`src/rtl/svm_pkg.sv`:
```
package svm_pkg;

    localparam int StackDepth = 256;
    localparam int RegCount   = 10;
    localparam int WordBits   = 32;
    localparam int SpBits     = $clog2(StackDepth);
    localparam int RegBits    = $clog2(RegCount);

    typedef logic [WordBits-1:0] word_t;
    typedef logic [SpBits-1:0]   sidx_t;
    typedef logic [RegBits-1:0]  ridx_t;

    localparam ridx_t R_A   = ridx_t'(0);
    localparam ridx_t R_B   = ridx_t'(1);
    localparam ridx_t R_C   = ridx_t'(2);
    localparam ridx_t R_IP  = ridx_t'(6);
    localparam ridx_t R_SP  = ridx_t'(7);
    localparam ridx_t R_JMP = ridx_t'(8);
    localparam ridx_t R_RUN = ridx_t'(9);

    typedef enum logic [4:0] {
        OP_HLT = 5'd0, OP_PSH = 5'd1, OP_POP = 5'd2, OP_ADD = 5'd3,
        OP_MUL = 5'd4, OP_DIV = 5'd5, OP_SUB = 5'd6, OP_MOD = 5'd7,
        OP_SLT = 5'd8, OP_MOV = 5'd9, OP_SET = 5'd10, OP_LOG = 5'd11,
        OP_LOGR = 5'd12, OP_LOGS = 5'd13, OP_IF = 5'd14, OP_IFN = 5'd15,
        OP_GLD = 5'd16, OP_GPT = 5'd17, OP_NOP = 5'd18
    } op_t;

    typedef enum logic [1:0] {
        ERR_NONE = 2'd0, ERR_OPCODE = 2'd1, ERR_DIVZERO = 2'd2, ERR_REGIDX = 2'd3
    } err_t;

    typedef enum logic [3:0] {
        ST_CLEAR, ST_IDLE, ST_RDREG, ST_RDSTK1, ST_RDSTK2, ST_DIV, ST_EXEC, ST_WRREG,
        ST_OUT
    } state_t;

    typedef struct packed {
        logic [4:0]  func;
        logic [31:0] arg_one;
        logic [31:0] arg_two;
        logic [31:0] arg_three;
    } in_item_t;

    typedef struct packed {
        logic [31:0] next_ip;
        logic        halted;
        logic        log_valid;
        logic [31:0] log_value;
        logic [1:0]  error_code;
    } out_item_t;

    // divider request and answer
    typedef struct packed {
        logic  start;
        word_t num;
        word_t den;
    } div_req_t;

    typedef struct packed {
        logic  done;
        word_t quo;
        word_t rem;
    } div_rsp_t;

    function automatic word_t sext32(logic [31:0] a);
        return word_t'($signed(a));
    endfunction

endpackage

```
`src/rtl/svm_divider.sv`:
```
module svm_divider
    import svm_pkg::*;
(
    input  logic     aclk,
    input  logic     aresetn,
    input  div_req_t req,
    output div_rsp_t rsp
);

    localparam int CntBits = $clog2(WordBits + 1);

    logic               busy_reg, busy_next;
    logic [CntBits-1:0] cnt_reg, cnt_next;
    word_t              q_reg, q_next;
    word_t              r_reg, r_next;
    word_t              d_reg, d_next;
    logic               nn_reg, nn_next, qn_reg, qn_next;
    logic               done_reg, done_next;
    logic [WordBits:0]  trial;
    word_t              rsh;

    // one restoring step per cycle on magnitudes
    always_comb begin
        busy_next = busy_reg;
        cnt_next  = cnt_reg;
        q_next    = q_reg;
        r_next    = r_reg;
        d_next    = d_reg;
        nn_next   = nn_reg;
        qn_next   = qn_reg;
        done_next = 1'b0;
        rsh       = {r_reg[WordBits-2:0], q_reg[WordBits-1]};
        trial     = {1'b0, rsh} - {1'b0, d_reg};
        if (req.start) begin
            busy_next = 1'b1;
            cnt_next  = CntBits'(WordBits);
            nn_next   = req.num[WordBits-1];
            qn_next   = req.num[WordBits-1] ^ req.den[WordBits-1];
            q_next    = req.num[WordBits-1] ? -req.num : req.num;
            d_next    = req.den[WordBits-1] ? -req.den : req.den;
            r_next    = '0;
        end else if (busy_reg) begin
            if (r_reg[WordBits-1] == 1'b0 && !trial[WordBits]) begin
                r_next = trial[WordBits-1:0];
                q_next = {q_reg[WordBits-2:0], 1'b1};
            end else if (r_reg[WordBits-1]) begin
                r_next = rsh - d_reg;
                q_next = {q_reg[WordBits-2:0], 1'b1};
            end else begin
                r_next = rsh;
                q_next = {q_reg[WordBits-2:0], 1'b0};
            end
            cnt_next = cnt_reg - 1'b1;
            if (cnt_reg == CntBits'(1)) begin
                busy_next = 1'b0;
                done_next = 1'b1;
            end
        end
    end

    always_ff @(posedge aclk) begin
        if (!aresetn) begin
            busy_reg <= 1'b0;
            done_reg <= 1'b0;
            cnt_reg  <= '0;
        end else begin
            busy_reg <= busy_next;
            done_reg <= done_next;
            cnt_reg  <= cnt_next;
        end
        q_reg  <= q_next;
        r_reg  <= r_next;
        d_reg  <= d_next;
        nn_reg <= nn_next;
        qn_reg <= qn_next;
    end

    assign rsp.done = done_reg;
    assign rsp.quo  = qn_reg ? -q_reg : q_reg;
    assign rsp.rem  = nn_reg ? -r_reg : r_reg;

endmodule

```
`config.mk`:
```
export PLATFORM = sky130hd
export DESIGN_NAME = svm_divider
export DESIGN_NICKNAME = d
export VERILOG_FILES = /design/src/rtl/svm_pkg.sv /design/src/rtl/svm_divider.sv
export SDC_FILE = /design/constraint.sdc
export NUM_CORES = 1
export LEC_CHECK = 0
export ABC_AREA = 1
export BUFFER_PORTS_ARGS = -buffer_cell sky130_fd_sc_hd__buf_2
export CORE_MARGIN = 10
export CORE_UTILIZATION = 35
export CTS_CLUSTER_DIAMETER = 200
export DETAILED_ROUTE_END_ITERATION = 12
export PLACE_DENSITY = 0.55
export SETUP_SLACK_MARGIN = 0.3
export SYNTH_ARGS = -nofsm -noshare
export SYNTH_HDL_FRONTEND = slang
export SYNTH_SLANG_ARGS = --single-unit
```
`constraint.sdc`:
```
create_clock -name aclk -period 3.4 [get_ports aclk]
set_clock_uncertainty 0.1 [all_clocks]
set_input_delay 0.17 -clock aclk [delete_from_list [all_inputs] [get_ports aclk]]
set_output_delay 0.17 -clock aclk [all_outputs]
set_load 0.1 [all_outputs]
```
* After elaboration in Yosys (flattened, before gate mapping)
Index checks and enable logic that the tools add are counted.
** Operators by class
- Add/sub/neg operators :: 7
- Equal/unequal tests :: 1
- Multiplexer cells :: 16
- Bitwise logic cells :: 4
- Reductions and logical operators :: 5
** Operator list (number)
- $mux W32 :: 7
- $neg A32 Y32 :: 4
- $sub A32 B32 Y33 :: 1
- $sub A32 B32 Y32 :: 1
- $mux W31 :: 1
- $mux W6 :: 2
- $eq A6 B1 Y1 const B :: 1
- $mux W1 :: 6
- $sub A6 B1 Y6 const B :: 1
- $not A1 Y1 :: 3
- $reduce_or A3 Y1 :: 1
- $reduce_bool A2 Y1 :: 1
- $reduce_or A2 Y1 :: 1
- $logic_and A1 B1 Y1 :: 1
- $logic_not A1 Y1 :: 1
- $xor A1 B1 Y1 :: 1
** Word-level totals
- Flip-flop bits (word level) :: 106
- Input port bits :: 67
- Output and inout bits :: 65
- Logic and storage cells :: 43

* Depth between registers and ports, before layout
Gate-level depths: netlist of run 1.
- Depth in word-level cells :: 6
- Depth in mapped cells :: 17
- Mapped depth without buffers :: 16

* Least setup slack after synthesis of run 1
OpenSTA, ideal clock, no wires.
- Kind :: register -> output
- Start point :: reg q_reg[0]
- End point :: out rsp[60] in the netlist's numbering
- Data arrival time :: 3289 ps
- Required time :: 3130 ps
- Slack :: -159 ps
- Stages on the path, launching flop included :: 9
- Path buffers :: 0
- Cell sequence :: edfxtp_1 -> inv_1 -> ha_1 -> nand4_1 -> inv_1 -> nand3_1 -> nor2_1 -> xor2_1 -> o21ai_0
** RTL lines
- from (decl) :: line svm_divider.sv:14 : word_t q_reg, q_next;
- from (signal assigned) :: line svm_divider.sv:71 : q_reg <= q_next;
- to (decl) :: line svm_divider.sv:7 : output div_rsp_t rsp

==> results.tsv, run 1 <==
stage	metric	value	unit
place	RePlAce Congestion	0.929	
logic_synthesis	Cells after Synth	1643	
logic_synthesis	Synth top area share	19.5	%
logic_synthesis	Synth area leaders	edfxtp_1 19%, nand2_1 19%, inv_1 11%, dfxtp_1 7.9%, nand3_1 7.5%	
logic_synthesis	syn avg cell area	6.20	µm²
logic_synthesis	leading cell type by number of instances after synthesis	nand2_1	
final_layout	layout cells sized above 1	10.7	%
final_layout	area occupied by multi-input gates	6070	µm²
hold_path	worst hold path class	in2reg	
clock_tree	setup bufs post-CTS	0	
logic_synthesis	#FFs+latches synth	106	
logic_synthesis	Syn. warnings	0	
setup_path	Critical Path Start Type	flip-flop	
timing	count of pins over their slew limit	0	
setup_path	largest fanout on the critical path	4	
global_routing	vias in the first global route	9989	
floorplan	core footprint	28700	µm²
logic_synthesis	post-synth top area cell	edfxtp_1	
timing	Setup TNS Final	0	ns
drt	Pre-Repair DR Iteration Count	5	
clock_tree	clock transition at the registers of the reported paths	0.08	ns
floorplan	initial core utilization	35.5	%
drt	vias	10286	
global_routing	Total GRT Usage	17.7	%
global_routing	first-pass GRT wire length	51700	µm
pwr	Power Total	4.27	mW
floorplan	row count	62	
place	hpwl dp	26500	µm
logic_synthesis	Post-synth top cells	520 x nand2_1, 305 x inv_1, 157 x nor2_1	
timing	RSZ-0062 raised after global routing	yes	
drt	final WL	32100	µm
drt	DRT iter0 DRCs	650	
clock_tree	Skew-Pair Late Insertion Delay	0.36	ns
logic_synthesis	syn nets	1749	
clock_tree	CTS max path bufs	2	
pwr	Int Power	2.34	mW
pwr	combinational power share	39.6	%
setup_path	r2r setup slk	0.81	ns
clock_tree	CTS tree	yes	
logic_synthesis	number of synthesized flops with an enable pin	66	
final_layout	fillers	3147	
pwr	leak pwr	6.22	nW
floorplan	I/O pins	132	
clock_tree	number of buffers created by CTS	9	
timing	max_slew headroom	52.2	%
place	IO Port Bufs	131	
pwr	VDD IR-drop max	319	µV
pwr	Clk pwr share	24.0	%
final_layout	number of diodes	0	
setup_path	CP Class	reg2out	
pwr	sw power	1.93	mW
drt	WL per Instance	15.0	µm
drt	Post-DRT Antenna Nets	0	
timing	WHS	0.0320	ns
drt	Vias/cell	4.79	
global_routing	initial antenna violation count	0	
timing	f_max	0.339	GHz
pwr	pwr/cell area	370	nW/µm²
setup_path	Worst EP arrival	2.68	ns
logic_synthesis	FFs w/ async S/R, synth	0	%
pwr	sw frac	45.2	%
setup_path	Crit path required time	3.13	ns
floorplan	width of the die	191	µm
drt	DRC	0	
timing	measured slew at the worst slew-check pin	0.717	ns
setup_path	Worst setup EP type	primary output	
flow_run	max_cap viols	0	
timing	Tmin final	2.95	ns
status	status	finished clean	
logic_synthesis	top_reg_cell synth	edfxtp_1	
clock_tree	Root Buffer	clkbuf_16	
global_routing	gr ovfl total	0	
pwr	Reg power frac	36.4	%
final_layout	register area	2780	µm²
logic_synthesis	mapped cell area	10200	µm²
logic_synthesis	register area share after synthesis	27.3	%
final_layout	Syn-to-layout area delta	13.5	%
clock_tree	CTS Sinks	106	
timing	Setup Viol. Count Final	0	
timing	period utilisation layout	86.7	%
final_layout	nets@finish	1863	
global_routing	largest net degree at the start of global routing	59	
floorplan	Die H	191	µm
floorplan	die area	36300	µm²
timing	final hold viol count	0	
clock_tree	H-tree Lvls	3	
logic_synthesis	post-synth cell types	45	
[power by group through the flow]
stage | Combinational (mW) | Sequential, mW | Clock [mW]
finish | 1.69 | 1.55 | 1.03
CTS | 1.69 | 1.56 | 1.05
global route | 1.82 | 1.57 | 1.10
detailed placement | 1.69 | 1.58 | 0
global placement | 1.68 | 1.58 | 0
floorplan | 1.34 | 1.55 | 0
[kinds of logic after synthesis]
kind of cell	Yosys count	share of synthesized area (%)
and+or+nand+nor	913	38.0
DFF	106	27.3
AOI/OAI and AO/OA	122	6.59
xor gates and xnor gates	115	9.89
adders and majority gates	39	4.87
buffers and inverters	348	13.3
[path summary, 6_finish.rpt]
path | start | endpoint | cells past startpoint
setup / recovery | q_reg[0]$_DFFE_PP_ | rsp[54] | 11
hold / removal | req[4] | d_reg[4]$_DFFE_PP_ | 2
setup reg to reg | q_reg[31]$_DFFE_PP_ | r_reg[1]$_SDFFE_PP0P_ | 15
hold reg to reg | cnt_reg[0]$_SDFFE_PP0P_ | cnt_reg[0]$_SDFFE_PP0P_ | 2
[layer usage]
metal	global-route usage, %	wire [µm]
met1	22.1	14200
met2	30.7	15600
met3	2.78	1650
met4	4.82	671
met5	0	0
[final cells by class]
class / instances / share of cell area, %
well taps: 384 / 4.16
flip-flops and latches: 106 / 24.1
multi-input cells: 1189 / 52.5
clock inverters: 7 / 0.466
repair buffers: 143 / 6.82
inverters: 308 / 10.0
clock buffers: 9 / 1.95
[per-stage QoR]
step	util (%)	setup slack, ns	cell area, µm²	cells
after CTS	40.1	0.326	11500	2146
final	40.3	0.454	11600	2146
after detailed placement	39.1	0.638	11200	2128
after global routing	40.3	0.223	11600	2146
after floorplan	-	0.281	10200	1643
after global placement	39.1	0.711	11200	2128
[placed cells by master (no fill, tap or decap), drive strengths merged, types with 3 or more instances in the layout]
master | netlist | final
inv | 306 | 308
buf | 14 | 135
dfxtp | 40 | 40
nand3 | 155 | 155
ha | 38 | 38
nand4 | 25 | 25
nand3b | 7 | 7
o211ai | 6 | 6
xor2 | 87 | 87
nand2 | 526 | 526
and2 | 8 | 8
edfxtp | 66 | 66
o21ai | 75 | 75
a21oi | 28 | 28
nor2 | 164 | 164
xnor2 | 28 | 28
o31ai | 4 | 4
nor3 | 17 | 17
clkinv | 2 | 3
or2 | 4 | 4
a31oi | 5 | 5
nor4 | 5 | 5
clkinvlp | 0 | 4
clkbuf | 26 | 15
[critical path: stages, from the launching register on]
cell and delay [ns]:
edfxtp_1 0.39, inv_1 0.13, ha_1 0.21, nand4_1 0.22, nor3_2 0.27, nand2_1 0.17, nor2_1 0.23, nand2_1 0.11
nand2_1 0.13, o211ai_1 0.10, nand2_1 0.09, buf_4 0.28
[what timing repair did]
item / CTS / global route
gates resized for setup: 1 / 19
hold endpoints to repair: 3 / 0
hold buffers: 2 / 0
endpoints found under the setup margin: 1 / 12
(Power assumes the default switching activity.)
==> run 2, diff against run 1 <==
CORE_ASPECT_RATIO = 2   (was not set)
==> run 2 against run 1 <==
Net effect: clock power grew 11%; largest power group unchanged; worst hold slack got worse by 0.016 ns; non-clock buffer count grew 8; highest routed layer is now met5.
==> results.tsv, run 2 (synthesis results as in run 1) <==
stage	metric	value	unit
drt	Post-DRT Antenna Nets	0	
setup_path	r2r setup slk	0.68	ns
timing	max_slew headroom	51.7	%
clock_tree	CTS Sinks	106	
floorplan	row count	88	
setup_path	CP peak stage delay	0.46	ns
drt	WL per Instance	17.6	µm
floorplan	Die H	261	µm
final_layout	nets@finish	1871	
flow_run	max_cap viols	0	
clock_tree	Root Buffer	clkbuf_16	
setup_path	CP Class	reg2out	
global_routing	first-pass GRT wire length	57600	µm
pwr	VDD IR-drop max	266	µV
global_routing	gr ovfl total	0	
setup_path	Worst R2R Path Depth	9	
setup_path	Critical Path Start Type	flip-flop	
timing	Setup Viol. Count Final	0	
final_layout	most common cell after layout, fill and taps aside	nand2_1	
clock_tree	clock transition at the registers of the reported paths	0.08	ns
floorplan	initial core utilization	35.4	%
setup_path	worst r2r src	r_reg[19]$_SDFFE_PP0P_	
setup_path	RR Endpoint	q_reg[0]$_DFFE_PP_	
drt	Vias/cell	4.98	
floorplan	core footprint	28700	µm²
drt	DRT iter0 DRCs	501	
floorplan	width of the die	141	µm
setup_path	crit path from	r_reg[1]$_SDFFE_PP0P_	
global_routing	largest net degree at the start of global routing	46	
setup_path	Worst setup EP type	primary output	
place	RePlAce Congestion	0.992	
setup_path	cell at the slowest stage of the critical path	buf_2	
place	IO Port Bufs	131	
pwr	leak pwr	6.30	nW
clock_tree	Skew-Pair Late Insertion Delay	0.38	ns
status	status	finished clean	
place	hpwl dp	31700	µm
timing	Tmin final	2.98	ns
clock_tree	CTS max path bufs	2	
final_layout	commonest non-fill, non-tap cells in the layout	518 x nand2_1, 302 x inv_1, 154 x nor2_1	
timing	WHS	0.0159	ns
clock_tree	number of buffers created by CTS	9	
timing	measured slew at the worst slew-check pin	0.718	ns
timing	f_max	0.335	GHz
timing	Setup TNS Final	0	ns
final_layout	fillers	3116	
drt	Pre-Repair DR Iteration Count	5	
timing	final hold viol count	0	
drt	vias	10626	
final_layout	Syn-to-layout area delta	15.0	%
clock_tree	CTS tree	yes	
timing	RSZ-0062 raised after global routing	no	
setup_path	largest fanout on the critical path	5	
setup_path	Worst EP arrival	2.71	ns
drt	final WL	37600	µm
setup_path	Crit path required time	3.13	ns
timing	period utilisation layout	87.7	%
global_routing	vias in the first global route	10728	
pwr	pwr/cell area	381	nW/µm²
floorplan	die area	36700	µm²
setup_path	Critical Path End	rsp[24]	
floorplan	I/O pins	132	
final_layout	layout cells sized above 1	11.4	%
global_routing	initial antenna violation count	5	
clock_tree	H-tree Lvls	3	
timing	count of pins over their slew limit	0	
drt	DRC	0	
hold_path	worst hold path class	in2reg	
global_routing	Total GRT Usage	20.1	%
setup_path	crit path cell chain	inv_1 -> ha_1 -> nand3_2 -> nor2_2 -> nand4_1 -> o21ai_1 -> xor2_1 -> buf_2	
run 2: cell count changes in the layout (fill, tap and decap cells not counted), sizes merged:
cell         previous run  this run
bufinv                  0         1
dlygate4sd3             2         4
inv                   308       306
clkinv                  3         4
buf                   135       140
clkbuf                 15        20
clkinvlp                4         0
diode                   0         2
run 2: where the power goes:
part	internal (mW)	switching [mW]
logic	0.376	1.39
registers	1.48	0.0702
clock network	0.598	0.537
total	2.46	2.00
run 2: critical path: cells and delay by family (launching register included):
| family | cells | cell delay, ns |
|---|---|---|
| simple gates | 3 | 0.67 |
| flops | 1 | 0.33 |
| fa+ha+maj | 1 | 0.20 |
| compound gates | 1 | 0.33 |
| xor+xnor | 1 | 0.21 |
| buf+inv | 2 | 0.59 |
run 2: cell type report:
cell class,instances,area (µm²),share of cell area (%)
antenna,2,5.00,0.0428
tap,360,450,3.85
sequential,106,2780,23.8
multi-input combinational,1189,6110,52.2
timing repair buffer,151,897,7.67
clock buffer,13,250,2.14
clock inverter,3,47.5,0.406
inverter,308,1160,9.88
run 2: routing by layer:
layer	part of all wire (%)	global-route usage, %	vias to the layer above
li1	-	-	5347
met1	33	17.4	4884
met2	58	41.2	279
met3	3.4	2.83	110
met4	6.2	12.8	6
met5	0.074	0	-
run 2: how the worst min path moves through the flow:
stage,from,to,cells after the start,slack (ns)
floorplan,req[0],d_reg[0]$_DFFE_PP_,0,0.17
global placement,req[0],d_reg[0]$_DFFE_PP_,1,0.29
detailed placement,req[0],d_reg[0]$_DFFE_PP_,1,0.31
CTS,req[25],d_reg[25]$_DFFE_PP_,2,0.009
global route,req[25],d_reg[25]$_DFFE_PP_,2,0.02
finish,req[25],d_reg[25]$_DFFE_PP_,2,0.02
run 2: metrics by stage:
step	std cells	instance area [µm²]	power, mW	utilization (%)	worst slack [ns]
2_1_floorplan	1643	10200	2.89	-	0.281
3_3_place_gp	2109	11200	3.31	39.1	0.478
3_5_place_dp	2109	11200	3.32	39.1	0.501
4_1_cts	2129	11600	4.45	40.4	0.258
5_1_grt	2131	11700	4.65	40.7	0.282
6_report	2132	11700	4.46	40.7	0.418
run 2: what timing repair did:
| item | CTS | global route |
|---|---|---|
| buffers inserted | 0 | 1 |
| pin swaps | 0 | 2 |
| hold buffers | 4 | 0 |
| gates resized for setup | 12 | 34 |
| endpoints found under the setup margin | 15 | 28 |
| gates cloned | 0 | 0 |
| hold endpoints to repair | 5 | 0 |
==> run 3, diff against run 2 <==
--- a/constraint.sdc
+++ b/constraint.sdc
@@ -3,3 +3,3 @@
 set_input_delay 0.17 -clock aclk [delete_from_list [all_inputs] [get_ports aclk]]
 set_output_delay 0.17 -clock aclk [all_outputs]
-set_load 0.1 [all_outputs]
+set_load 0.05 [all_outputs]
==> run 3 against run 2 <==
Net effect: power shrank 7.7%; register-to-register slack improved by 0.10 ns; clock power is 7% higher; clock-buffer cell count down 4; fmax grew 3.6%; design area decreased by 0.25%; wire length down 0.93%; combinational power shrank 24%; largest power group is now registers; worst hold slack about the same.
==> results.tsv, run 3 (synthesis results as in run 1) <==
stage	metric	value	unit
clock_tree	Skew-Pair Late Insertion Delay	0.39	ns
timing	Tmin final	2.88	ns
setup_path	Critical Path Start Type	flip-flop	
clock_tree	CTS Sinks	106	
global_routing	largest net degree at the start of global routing	47	
setup_path	Crit path required time	3.13	ns
timing	measured slew at the worst slew-check pin	0.732	ns
drt	DRC	0	
setup_path	Worst setup EP type	primary output	
final_layout	nets@finish	1874	
place	IO Port Bufs	131	
timing	max_slew headroom	50.9	%
timing	Setup Viol. Count Final	0	
timing	f_max	0.347	GHz
place	RePlAce Congestion	0.958	
setup_path	cell at the slowest stage of the critical path	edfxtp_1	
setup_path	largest fanout on the critical path	4	
timing	RSZ-0062 raised after global routing	no	
global_routing	vias in the first global route	10716	
drt	WL per Instance	17.4	µm
floorplan	Die H	261	µm
global_routing	gr ovfl total	0	
floorplan	row count	88	
place	Post-Place Setup Slack	0.692	ns
clock_tree	CTS tree	yes	
setup_path	CP peak stage delay	0.43	ns
clock_tree	Root Buffer	clkbuf_16	
final_layout	layout cells sized above 1	11.3	%
timing	period utilisation layout	84.7	%
floorplan	initial core utilization	35.4	%
hold_path	WHS Path Cells	2	
timing	Setup TNS Final	0	ns
timing	count of pins over their slew limit	0	
final_layout	most common cell after layout, fill and taps aside	nand2_1	
global_routing	Total GRT Usage	20.0	%
clock_tree	clock transition at the registers of the reported paths	0.08	ns
final_layout	post-route design area	11700	µm²
hold_path	worst hold path class	in2reg	
drt	Vias/cell	4.90	
global_routing	first-pass GRT wire length	57000	µm
setup_path	Worst R2R Path Depth	9	
setup_path	Worst EP arrival	2.61	ns
pwr	VDD IR-drop max	274	µV
clock_tree	H-tree Lvls	3	
status	status	finished clean	
final_layout	commonest non-fill, non-tap cells in the layout	518 x nand2_1, 302 x inv_1, 155 x nor2_1	
global_routing	initial antenna violation count	2	
drt	final WL	37300	µm
drt	Pre-Repair DR Iteration Count	7	
final_layout	Syn-to-layout area delta	14.7	%
floorplan	die area	36700	µm²
setup_path	CP Class	reg2out	
flow_run	max_cap viols	0	
floorplan	I/O pins	132	
floorplan	width of the die	141	µm
place	Placement Cell Area	11200	µm²
clock_tree	CTS max path bufs	2	
floorplan	core footprint	28700	µm²
setup_path	crit path cell chain	inv_2 -> ha_1 -> nand4_1 -> buf_4 -> inv_1 -> nand3_1 -> nor2_1 -> xor2_1 -> o21ai_0 -> buf_2	
final_layout	Final Util	40.6	%
timing	final hold viol count	0	
pwr	pwr/cell area	352	nW/µm²
place	hpwl dp	31500	µm
clock_tree	number of buffers created by CTS	9	
drt	Post-DRT Antenna Nets	0	
drt	vias	10461	
drt	DRT iter0 DRCs	486	
pwr	leak pwr	6.31	nW
timing	final worst slack	0.521	ns
## run 3: cell count changes in the layout (fill, tap and decap cells not counted), moves of 2 or more
cell / delta
buf_2: +14
buf_4: -5
buf_6: -3
buf_8: -3
clkbuf_1: -3
clkbuf_4: -3
clkinvlp_4: +2
dlygate4sd3_1: +3
o21ai_1: -2
xor2_1: +3
xor2_2: -3
## run 3: worst paths after layout
| kind | startpoint | end | slack (ns) |
|---|---|---|---|
| setup / recovery | q_reg[0]$_DFFE_PP_ | rsp[60] | 0.52 |
| hold / removal | req[17] | d_reg[17]$_DFFE_PP_ | 0.02 |
| setup reg to reg | r_reg[27]$_SDFFE_PP0P_ | q_reg[0]$_DFFE_PP_ | 0.78 |
| hold reg to reg | r_reg[31]$_SDFFE_PP0P_ | r_reg[31]$_SDFFE_PP0P_ | 0.38 |
## run 3: layout make-up
type / count / area, µm²
flip-flops and latches: 106 / 2780
clock buffers: 9 / 225
multi-input cells: 1189 / 6090
clock inverters: 7 / 100
diodes: 3 / 7.51
repair buffers: 154 / 858
inverters: 308 / 1160
well taps: 360 / 450
fillers: 3131 / 17100
## run 3: worst max-delay path, delay by kind of cell, from the launching register on
kind / cells / cell delay [ns]
AO/OA/AOI/OAI: 1 / 0.23
AND/OR/NAND/NOR: 3 / 0.52
XOR/XNOR: 1 / 0.08
adder cells (fa/ha/maj): 1 / 0.20
flip-flops: 1 / 0.43
buffers and inverters: 4 / 0.75
## run 3: stage by stage
stage / total power, mW / hold WS, ns / instances
2_1_floorplan: 2.50 / 0.169 / 1643
3_3_place_gp: 2.91 / 0.275 / 2108
3_5_place_dp: 2.91 / 0.274 / 2108
4_1_cts: 4.13 / 0.00280 / 2131
5_1_grt: 4.30 / 0.0119 / 2134
6_report: 4.11 / 0.0160 / 2136
## run 3: metal layers
layer | wire [µm] | track usage, % | vias up | part of all wire (%)
met4 | 2190 | 12.2 | 0 | 5.9
met5 | 0 | 0 | - | 0
li1 | - | - | 5370 | -
met2 | 21600 | 41.4 | 222 | 58
met3 | 1000 | 2.47 | 90 | 2.7
met1 | 12400 | 17.1 | 4779 | 33
## run 3: repair_timing
action	CTS	global route
pin swaps	0	2
setup endpoints to repair	4	14
endpoints found under the hold margin	8	0
setup buffers	0	2
hold buffers	7	0
resized for setup	3	19
## run 3: where the power goes
| group | internal, mW | switching, mW |
|---|---|---|
| logic | 0.356 | 0.984 |
| registers | 1.48 | 0.0717 |
| clock network | 0.653 | 0.565 |
| total | 2.49 | 1.62 |
